**src/frml_pkg.sv**
```systemverilog
// Shared constants for the frame rate meter and limiter.
`default_nettype none
package frml_pkg;

    // Number of intervals kept for the moving average
    localparam int WINDOW = 10;

    // Field widths
    localparam int TIME_W   = 32;
    localparam int IVAL_W   = 16;
    localparam int FPS_W    = 22;
    localparam int DELAY_W  = 10;
    localparam int MAXFPS_W = 10;

    // Ring bookkeeping widths
    localparam int SLOT_W = (WINDOW > 1) ? $clog2(WINDOW) : 1;
    localparam int CNT_W  = $clog2(WINDOW + 1);
    localparam int SUM_W  = $clog2(WINDOW * 65535 + 1);

    // Rate math: fps_q8 = FPS_SCALE * count / sum
    localparam int FPS_SCALE   = 256000;
    localparam int MS_PER_S    = 1000;
    localparam int FPS_DEFAULT = 15360;
    localparam int FPS_MAX     = 4194303;

    // Serial divider widths: numerator covers both divisions
    localparam int NUM_RAW_W = $clog2(FPS_SCALE * WINDOW + 1);
    localparam int NUM_W     = (NUM_RAW_W > FPS_W) ? NUM_RAW_W : FPS_W;
    localparam int DEN_W     = (SUM_W > MAXFPS_W) ? SUM_W : MAXFPS_W;
    localparam int DCNT_W    = $clog2(NUM_W + 1);

    // Sequencer state codes
    localparam logic [2:0] ST_IDLE = 3'd0;
    localparam logic [2:0] ST_CALC = 3'd1;
    localparam logic [2:0] ST_UPD  = 3'd2;
    localparam logic [2:0] ST_DIVB = 3'd3;
    localparam logic [2:0] ST_DIVF = 3'd4;
    localparam logic [2:0] ST_DONE = 3'd5;

    // Divider handshake
    typedef struct packed {
        logic start;
        logic [NUM_W-1:0] num;
        logic [DEN_W-1:0] den;
    } div_req_t;

endpackage
`default_nettype wire

```
**src/frame_rate_meter_limiter_top.sv**
```systemverilog
// Top level of the frame rate meter and limiter.
//
//  Channel  | Signals                          | Contents
//  ---------+----------------------------------+------------------------------------
//  s_axis   | s_tvalid s_tready s_tdata s_tuser| tuser: kind; tdata: now_ms
//  m_axis   | m_tvalid m_tready m_tdata        | fps_q8, delay_ms, frame_time_ms
//  config   | cfg_we cfg_wdata                 | max_fps
//
// A frame begin only stores its time stamp. A frame end runs two passes of
// the bit-serial divider, one for the frame budget and one for the average
// rate.
// Reset clears the ring bookkeeping and begin time and sets max_fps to 60.
// A finished result waits in the output register; the next item is taken
// while it waits, and only a second result stalls behind it.
`default_nettype none
module frame_rate_meter_limiter_top
    import frml_pkg::*;
(
    input  wire logic                clk,
    input  wire logic                rst_n,
    input  wire logic                s_tvalid,
    output logic                     s_tready,
    input  wire logic [TIME_W-1:0]   s_tdata,   // now_ms
    input  wire logic                s_tuser,   // kind
    output logic                     m_tvalid,
    input  wire logic                m_tready,
    output logic [47:0]              m_tdata,   // fps_q8, delay_ms, frame_time_ms
    input  wire logic                cfg_we,
    input  wire logic [MAXFPS_W-1:0] cfg_wdata
);

    logic [2:0]          state_reg, state_next;
    logic [MAXFPS_W-1:0] max_fps_reg;
    logic [TIME_W-1:0]   begin_reg;
    logic [TIME_W-1:0]   now_reg;
    logic [TIME_W-1:0]   prev_end_reg;
    logic                have_prev_reg;
    logic [IVAL_W-1:0]   ival_reg;
    logic [TIME_W-1:0]   elapsed_reg;
    logic [DELAY_W-1:0]  budget_reg;
    logic                out_valid_reg;
    logic [47:0]         out_data_reg;

    logic                accept;
    logic                out_free;
    logic [TIME_W-1:0]   ival_raw;
    logic [SUM_W-1:0]    ring_sum;
    logic [CNT_W-1:0]    ring_count;
    div_req_t            div_req;
    logic                div_done;
    logic [NUM_W-1:0]    div_quo;
    logic [FPS_W-1:0]    fps_val;
    logic [DELAY_W-1:0]  delay_val;

    assign s_tready = (state_reg == ST_IDLE);
    assign accept   = s_tvalid && s_tready;
    assign out_free = !out_valid_reg || m_tready;
    assign ival_raw = now_reg - prev_end_reg;

    frml_ring u_ring (
        .clk     (clk),
        .rst_n   (rst_n),
        .wr_en   (state_reg == ST_UPD),
        .wr_data (ival_reg),
        .sum     (ring_sum),
        .count   (ring_count)
    );

    // Divider operands: budget pass first, then the rate pass
    always_comb
    begin
        div_req.start = (state_reg == ST_UPD) || (state_reg == ST_DIVB && div_done);
        if (state_reg == ST_UPD)
        begin
            div_req.num = NUM_W'(MS_PER_S);
            div_req.den = (max_fps_reg == '0) ? DEN_W'(1) : DEN_W'(max_fps_reg);
        end
        else
        begin
            div_req.num = NUM_W'(FPS_SCALE) * NUM_W'(ring_count);
            div_req.den = DEN_W'(ring_sum);
        end
    end

    frml_div u_div (
        .clk   (clk),
        .rst_n (rst_n),
        .req   (div_req),
        .done  (div_done),
        .quo   (div_quo)
    );

    // Result fields
    always_comb
    begin
        if (ring_sum == '0)
        begin
            fps_val = FPS_W'(FPS_DEFAULT);
        end
        else if (div_quo > NUM_W'(FPS_MAX))
        begin
            fps_val = FPS_W'(FPS_MAX);
        end
        else
        begin
            fps_val = div_quo[FPS_W-1:0];
        end
        if (TIME_W'(budget_reg) > elapsed_reg)
        begin
            delay_val = budget_reg - elapsed_reg[DELAY_W-1:0];
        end
        else
        begin
            delay_val = '0;
        end
    end

    // Sequencer
    always_comb
    begin
        state_next = state_reg;
        unique case (state_reg)
            ST_IDLE:
            begin
                if (accept && s_tuser)
                begin
                    state_next = ST_CALC;
                end
            end
            ST_CALC: state_next = ST_UPD;
            ST_UPD:  state_next = ST_DIVB;
            ST_DIVB:
            begin
                if (div_done)
                begin
                    state_next = ST_DIVF;
                end
            end
            ST_DIVF:
            begin
                if (div_done)
                begin
                    state_next = ST_DONE;
                end
            end
            ST_DONE:
            begin
                if (out_free)
                begin
                    state_next = ST_IDLE;
                end
            end
            default: state_next = ST_IDLE;
        endcase
    end

    // Control state and registers with reset values
    always_ff @(posedge clk or negedge rst_n)
    begin
        if (!rst_n)
        begin
            state_reg     <= ST_IDLE;
            max_fps_reg   <= MAXFPS_W'(60);
            begin_reg     <= '0;
            have_prev_reg <= 1'b0;
            out_valid_reg <= 1'b0;
        end
        else
        begin
            state_reg <= state_next;
            if (cfg_we)
            begin
                max_fps_reg <= cfg_wdata;
            end
            if (accept && !s_tuser)
            begin
                begin_reg <= s_tdata;
            end
            if (state_reg == ST_CALC)
            begin
                have_prev_reg <= 1'b1;
            end
            if (state_reg == ST_DONE && out_free)
            begin
                out_valid_reg <= 1'b1;
            end
            else if (m_tready)
            begin
                out_valid_reg <= 1'b0;
            end
        end
    end

    // Datapath registers
    always_ff @(posedge clk)
    begin
        if (accept)
        begin
            now_reg <= s_tdata;
        end
        if (state_reg == ST_CALC)
        begin
            prev_end_reg <= now_reg;
            elapsed_reg  <= now_reg - begin_reg;
            if (!have_prev_reg)
            begin
                ival_reg <= '0;
            end
            else if (ival_raw > TIME_W'(65535))
            begin
                ival_reg <= '1;
            end
            else
            begin
                ival_reg <= ival_raw[IVAL_W-1:0];
            end
        end
        if (state_reg == ST_DIVB && div_done)
        begin
            budget_reg <= div_quo[DELAY_W-1:0];
        end
        if (state_reg == ST_DONE && out_free)
        begin
            out_data_reg <= {ival_reg, delay_val, fps_val};
        end
    end

    assign m_tvalid = out_valid_reg;
    assign m_tdata  = out_data_reg;

endmodule
`default_nettype wire

```
**src/frml_div.sv**
```systemverilog
// Restoring divider, one quotient bit per cycle, MSB first.
`default_nettype none
module frml_div
    import frml_pkg::*;
(
    input  wire logic             clk,
    input  wire logic             rst_n,
    input  wire div_req_t         req,
    output logic                  done,
    output logic [NUM_W-1:0]      quo
);

    logic [DEN_W-1:0]  rem_reg, rem_next;
    logic [NUM_W-1:0]  quo_reg, quo_next;
    logic [DEN_W-1:0]  den_reg, den_next;
    logic [DCNT_W-1:0] cnt_reg, cnt_next;
    logic              done_reg, done_next;
    logic [DEN_W:0]    trial;
    logic              fits;

    // One trial subtraction per cycle
    always_comb
    begin
        trial     = {rem_reg, quo_reg[NUM_W-1]};
        fits      = (trial >= {1'b0, den_reg});
        rem_next  = rem_reg;
        quo_next  = quo_reg;
        den_next  = den_reg;
        cnt_next  = cnt_reg;
        done_next = 1'b0;
        if (req.start)
        begin
            rem_next = '0;
            quo_next = req.num;
            den_next = req.den;
            cnt_next = DCNT_W'(NUM_W);
        end
        else if (cnt_reg != '0)
        begin
            if (fits)
            begin
                rem_next = DEN_W'(trial - {1'b0, den_reg});
            end
            else
            begin
                rem_next = trial[DEN_W-1:0];
            end
            quo_next  = {quo_reg[NUM_W-2:0], fits};
            cnt_next  = cnt_reg - 1'b1;
            done_next = (cnt_reg == DCNT_W'(1));
        end
    end

    // Control state
    always_ff @(posedge clk or negedge rst_n)
    begin
        if (!rst_n)
        begin
            cnt_reg  <= '0;
            done_reg <= 1'b0;
        end
        else
        begin
            cnt_reg  <= cnt_next;
            done_reg <= done_next;
        end
    end

    // Datapath
    always_ff @(posedge clk)
    begin
        rem_reg <= rem_next;
        quo_reg <= quo_next;
        den_reg <= den_next;
    end

    assign done = done_reg;
    assign quo  = quo_reg;

endmodule
`default_nettype wire

```
**src/frml_ring.sv**
```systemverilog
// Ring of recent frame intervals with running sum and fill count.
`default_nettype none
module frml_ring
    import frml_pkg::*;
(
    input  wire logic              clk,
    input  wire logic              rst_n,
    input  wire logic              wr_en,
    input  wire logic [IVAL_W-1:0] wr_data,
    output logic [SUM_W-1:0]       sum,
    output logic [CNT_W-1:0]       count
);

    logic [IVAL_W-1:0] entry_reg [WINDOW];
    logic [SLOT_W-1:0] slot_reg, slot_next;
    logic [CNT_W-1:0]  fill_reg, fill_next;
    logic [SUM_W-1:0]  sum_reg, sum_next;
    logic              full;
    logic [IVAL_W-1:0] old_val;

    // Running sum drops the overwritten entry once the ring is full
    always_comb
    begin
        full      = (fill_reg == CNT_W'(WINDOW));
        old_val   = full ? entry_reg[slot_reg] : '0;
        slot_next = slot_reg;
        fill_next = fill_reg;
        sum_next  = sum_reg;
        if (wr_en)
        begin
            sum_next  = sum_reg + SUM_W'(wr_data) - SUM_W'(old_val);
            slot_next = (slot_reg == SLOT_W'(WINDOW - 1)) ? '0 : slot_reg + 1'b1;
            if (!full)
            begin
                fill_next = fill_reg + 1'b1;
            end
        end
    end

    always_ff @(posedge clk or negedge rst_n)
    begin
        if (!rst_n)
        begin
            slot_reg <= '0;
            fill_reg <= '0;
            sum_reg  <= '0;
        end
        else
        begin
            slot_reg <= slot_next;
            fill_reg <= fill_next;
            sum_reg  <= sum_next;
        end
    end

    // Interval storage
    always_ff @(posedge clk)
    begin
        if (wr_en)
        begin
            entry_reg[slot_reg] <= wr_data;
        end
    end

    assign sum   = sum_reg;
    assign count = fill_reg;

endmodule
`default_nettype wire

```
**config.mk**
```make
export PLATFORM = sky130hd
export DESIGN_NAME = frame_rate_meter_limiter_top
export DESIGN_NICKNAME = d
export VERILOG_FILES = /design/src/frml_pkg.sv /design/src/frame_rate_meter_limiter_top.sv /design/src/frml_div.sv /design/src/frml_ring.sv
export SDC_FILE = /design/constraint.sdc
export NUM_CORES = 1
export LEC_CHECK = 0
export ABC_AREA = 0
export ABC_CLOCK_PERIOD_IN_PS = 11900
export BUFFER_PORTS_ARGS = -buffer_cell sky130_fd_sc_hd__buf_2
export CAP_MARGIN = 20
export CORE_MARGIN = 4
export CORE_UTILIZATION = 60
export CTS_BUF_LIST = sky130_fd_sc_hd__clkbuf_2
export DETAILED_ROUTE_END_ITERATION = 6
export GPL_ROUTABILITY_DRIVEN = 0
export MAX_ROUTING_LAYER = met4
export PLACE_DENSITY = 0.78
export SYNTH_ARGS = -nofsm -noshare
export SYNTH_HDL_FRONTEND = slang
export SYNTH_SLANG_ARGS = --single-unit
```
**constraint.sdc**
```tcl
create_clock -name clk -period 11.9 [get_ports clk]
set_input_delay 1.19 -clock clk [delete_from_list [all_inputs] [get_ports clk]]
set_output_delay 1.19 -clock clk [all_outputs]
set_load 0.005 [all_outputs]
```
Word level (Yosys, flattened, before mapping)
Memories as Yosys holds them, arrays and structs flattened.
Index checks and enable logic that the tools add are counted.

word-level totals
  bits in registers = 313
  bits in writable memories = 160
  memories = 1
  output and inout bits = 50
  logic and storage cells = 90

operators by class
  reductions and logical operators = 18
  $add $sub $neg = 9
  bitwise gates (word level) = 1
  mux-type cells = 22
  equality and inequality tests = 12
  multipliers = 1
  magnitude comparators = 4

memory list
  name              words  width  read ports  clocked after memory_dff  wr ports  line             source
  u_ring.entry_reg  10     16     1           0                         1         frml_ring.sv:14  logic [IVAL_W-1:0] entry_reg [WINDOW];

operators by type and width
  operator                                              number
  two-way mux 22 bit                                    3
  subtractor 32 bit                                     2
  two-way mux 42 bit                                    1
  > comparator 10 x 32 -> 1 bit                         1
  > comparator 32 x 16 -> 1 bit, second input constant  1
  two-way mux 16 bit                                    2
  > comparator 22 bit, second input constant            1
  >= comparator 21 x 20 -> 1 bit                        1
  adder 20 x 16 -> 20 bit                               1
  zero test 20 bit                                      1
  two-way mux 20 bit                                    1
  subtractor 20 x 16 -> 20 bit                          1
  subtractor 20 bit                                     1
  one-hot mux 3 bit (6 select lines)                    1
  two-way mux 3 bit                                     4
  multiplier 7 x 4 -> 11 bit, first input constant      1
  zero test 10 bit                                      1
  two-way mux 10 bit                                    1
  two-way mux 5 bit                                     2
  subtractor 10 bit                                     1
  adder 4 x 1 -> 4 bit, second input constant           2
  == test 4 bit, second input constant                  2
  == test 3 x 2 -> 1 bit, second input constant         2
  == test 3 bit, second input constant                  2
  17 further kinds                                      31

Depth between registers and ports, before layout
  word-level depth = 5
  depth in mapped cells = 19
  mapped depth without buffers = 18

Cells and area by module
Synthesis repeated with hierarchy kept, for this count alone.

second synthesis, totals
  cell total of the unflattened synthesis = 2086
  area, all modules = 24943.9 um2

by module, submodules not included
  module                        cells each  area an instance (um2)  times used  sequential area each (um2)
  frame_rate_meter_limiter_top  1093        12129.1                 1           6286.0
  frml_ring                     604         8886.0                  1           5505.3
  frml_div                      389         3928.8                  1           1811.7

Least setup slack after synthesis
Ideal clock, no wire load.

  path kind = reg2reg
  start = register u_ring.slot_reg[0]
  end = register u_ring.sum_reg[19] (netlist: u_ring.sum[19])
  arrival time = 5.018 ns
  buffers on the path = 2
  path slack = 6.788 ns
  period minus slack after synthesis = 5.112 ns
  cell stages (with the launch flop) = 19
  data required time = 11.806 ns
  cells stage by stage = dfrtp_1 clkbuf_1 buf_1 mux4_2 a211oi_1 a211oi_1 fa_1 inv_1 ha_1 a21o_1 a41o_1 nor2_1 a211oi_1 o41ai_1 nand4b_1 a31oi_1 nor2_1 and4b_1 a211oi_1

on the way
  word-level cells in the longest chain between the ends = 3

RTL lines
  element                       line             source
  from (decl)                   frml_ring.sv:15  logic [SLOT_W-1:0] slot_reg, slot_next;
  from (signal assigned)        frml_ring.sv:50  slot_reg <= slot_next;
  memory (10 x 16 bit)          -
  two-way mux 16 bit            frml_ring.sv:25  old_val = full ? entry_reg[slot_reg] : '0;
  subtractor 20 x 16 -> 20 bit  frml_ring.sv:31  sum_next = sum_reg + SUM_W'(wr_data) - SUM_W'(old_val);
  to (signal assigned)          frml_ring.sv:52  sum_reg <= sum_next;
  to (decl)                     frml_ring.sv:17  logic [SUM_W-1:0] sum_reg, sum_next;

Every way passes these cells.
A chain may end at the register's enable or synchronous reset.

Worst setup path after layout
Same ends and word-level chain as after synthesis.

==> impl_metrics.yaml <==
drt:
  wl_per_cell_microns: 18.6
  ant_nets: 0
  drc_errors: 0
  dr.first_iter.drc_count: 1231
  wl_microns: 52400
  drtPass1Iterations: 5
  viasPerCell: 5.75
  vias: 16200
critical_path:
  end_kind: "flip-flop"
  cp-start-kind: "flip-flop"
  cp_max_fo: 37
  crit_arrival_ps: 6890
  critical_path_required_ps: 12820
  path_class: "reg2reg"
clocking:
  clock_latency_ps: 1100
  cts_root_buf: "clkbuf_2"
  clkSinkCount: 473
  cts_resized: 0
  cts_tree: "yes"
  cts_max_level: 3
  numCtsBuffers: 115
  cts_max_path_buffers: 3
  clk_pin_slew_ps: 110
synthesis:
  synth_edf_count: 372
  synth_top_area_cell: "edfxtp_1"
  synthFlopType: "edfxtp_1"
  seq_area_frac_synth_pct: 56.7
  syn_area_sq_um: 24000
  synth_most_common_cell: "edfxtp_1"
  yosysWarningCount: 0
  syn-num-nets: 2212
  synthTopCellsByCount: "edfxtp_1, inv_1, nand2_1"
  synthCells: 2004
  yosysUniqueCellTypes: 73
  netlist_top_cells_area: "edfxtp_1, dfrtp_1, ha_1"
  synthDominantCellAreaShare_pct: 46.5
  synth_area_per_cell_sq_um: 12.0
  async_flop_share_pct: 17.1
  ys_ff_latch: 473
sta:
  timing.final.crit_share_pct: 50.2
  setup_viol: 0
  drv_slew: 0
  worst_pin_slew_ps: 1130
  max_freq_mhz: 167
  grt_setup_unrepaired: "false"
  tns_ps: 0
  skew_ps: 95.0
  layout_min_cycle_time_ps: 5970
  hold_violations: 0
  max_slew_margin_pct: 24.3
  hold_ws_ps: 287
floorplan:
  row_count: 73
  start_util_pct: 60.6
  die-area_sq_um: 43300
  coreArea_sq_um: 39600
  die_y_microns: 208
  io_pins: 98
  fp.dieW_microns: 208
grt:
  grt_first_pass_wirelength_microns: 84300
  grt_antenna_before_repair: 1
  first_global_vias: 16400
  grt_usage_pct: 24.8
  overflow: 0
  grt_max_degree: 82
layout:
  drive_above_1_share_pct: 17.3
  multi_input_comb_area_sq_um: 9470
  regArea_sq_um: 13600
  synthToLayoutAreaGrowth_pct: 9.88
  final_cells: 2811
  fillers: 2971
  nets: 2389
  largest_register_ffs: 160
place:
  dp_cells: 2583
  portBuffers: 97
  place.detailed.hpwl_microns: 35700
job:
  cap_viol_max_count: 0
hold_path:
  hold_class: "in2reg"
status:
  outcome: "completed"
pwr:
  ir_drop_mv: 0.114
  power_density_nw_per_um2: 112
  p_leak_nw: 11.0
-- routing by layer --
metal	global-route usage, %	vias to the layer above	part of all wire [%]	routed length [microns]
met5	-	-	0	0
met4	9.72	0	3.4	1770
met3	4.27	127	5.6	2940
met2	40.6	507	49	25900
met1	31.3	7819	42	21700
li1	-	7701	-	-
-- what timing repair did --
| action | 4_1_cts | 5_1_grt |
|---|---|---|
| buffers inserted | 0 | 0 |
| hold endpoints to repair | 11 | 0 |
| hold buffers | 1 | 0 |
-- power by group --
group | internal [mW] | leakage (nW) | switching [mW] | total (mW)
clock | 0.491 | 0.866 | 0.658 | 1.15
sequential | 1.77 | 4.19 | 0.00296 | 1.77
combinational | 0.0128 | 5.89 | 0.0219 | 0.0347
total | 2.27 | 11.0 | 0.682 | 2.95
-- layout by cell type (no fill, tap or decap), types with 9 or more instances in the layout --
cell type  Yosys  final
edfxtp_1     372    372
inv_1        206    206
clkbuf_2       0    178
nand2_1      143    143
ha_1         133    133
a21oi_1      120    120
o21ai_0      112    112
nor2_1       111    104
buf_2          2     96
dfrtp_1       77     76
xnor2_1       57     57
nor2b_1       55     54
a211oi_1      54     54
a21o_1        41     41
nor3_1        41     37
xor2_1        35     35
mux4_2        32     32
o21a_1        31     31
clkinv_1       1     30
nand3_1       28     28
fa_1          27     27
nand2b_1      26     26
mux2i_1       23     23
and3_1        24     23
dfxtp_1       20     20
buf_4          0     18
mux2_2        14     14
nor4_1        14     13
o31ai_1       12     12
a31oi_1       12     12
nand4_1       11     11
or2_2         10     10
or3_1          9      9
-- cells by family (layout without fill, tap and decap cells) --
kind of cell    after synthesis  count (layout)  share of synthesized area (%)
xor+xnor                     92              92                           3.36
fa+ha+maj                   160             160                           9.18
other cells                   0               2                              0
flops                       473             473                           56.7
compound gates              447             447                           11.8
simple gates                497             497                           10.2
buf+inv                     266             546                           4.20
mux                          69              69                           4.62
-- worst max-delay path: stages, from the launching register on --
cell      delay [ps]
dfrtp_2          790
buf_4            660
mux4_2           590
nor2b_1          140
a211oi_1         280
a211o_1          200
fa_1             420
ha_1             350
or2_2            320
a21oi_1          230
a211oi_1         120
o41ai_1          610
nand4b_1         210
a31oi_1          310
nor2_1            90
and4b_1          210
a211oi_1         250
-- metrics by stage --
step | utilization (%) | power, mW | worst slack (ps) | cell area, sq um
after global placement | 63.4 | 1.84 | 6230 | 25100
final | 66.5 | 2.95 | 5930 | 26400
after detailed placement | 63.4 | 1.84 | 6060 | 25100
after global routing | 66.5 | 3.09 | 5530 | 26400
after CTS | 66.4 | 2.99 | 5950 | 26300
after floorplan | - | 1.82 | 6790 | 24000
-- area by class of cell --
type / count / area share [%]
repair buffers: 119 / 2.59
inverters: 207 / 2.95
clock buffers: 178 / 3.38
multi-input cells: 1265 / 35.9
flip-flops and latches: 473 / 51.6
diodes: 2 / 0.0190
clock inverters: 42 / 1.10
well taps: 525 / 2.49
-- worst paths after layout --
kind / end / slack (ps) / depth (start not counted) / start
max: u_ring.sum[19]$_DFFE_PN0P_ / 5930 / 16 / u_ring.slot_reg[0]$_DFFE_PN0P_
min: now_reg[15]$_DFFE_PP_ / 290 / 1 / s_tdata[15]
max reg2reg: u_ring.sum[19]$_DFFE_PN0P_ / 5930 / 16 / u_ring.slot_reg[0]$_DFFE_PN0P_
min reg2reg: prev_end_reg[0]$_DFFE_PP_ / 460 / 0 / now_reg[0]$_DFFE_PP_
max in group asynchronous: u_ring.slot_reg[2]$_DFFE_PN0P_ / 10110 / 3 / rst_n
min in group asynchronous: begin_reg[28]$_DFFE_PN0P_ / 500 / 2 / rst_n
No activity file was read; power rests on OpenSTA's default activity.
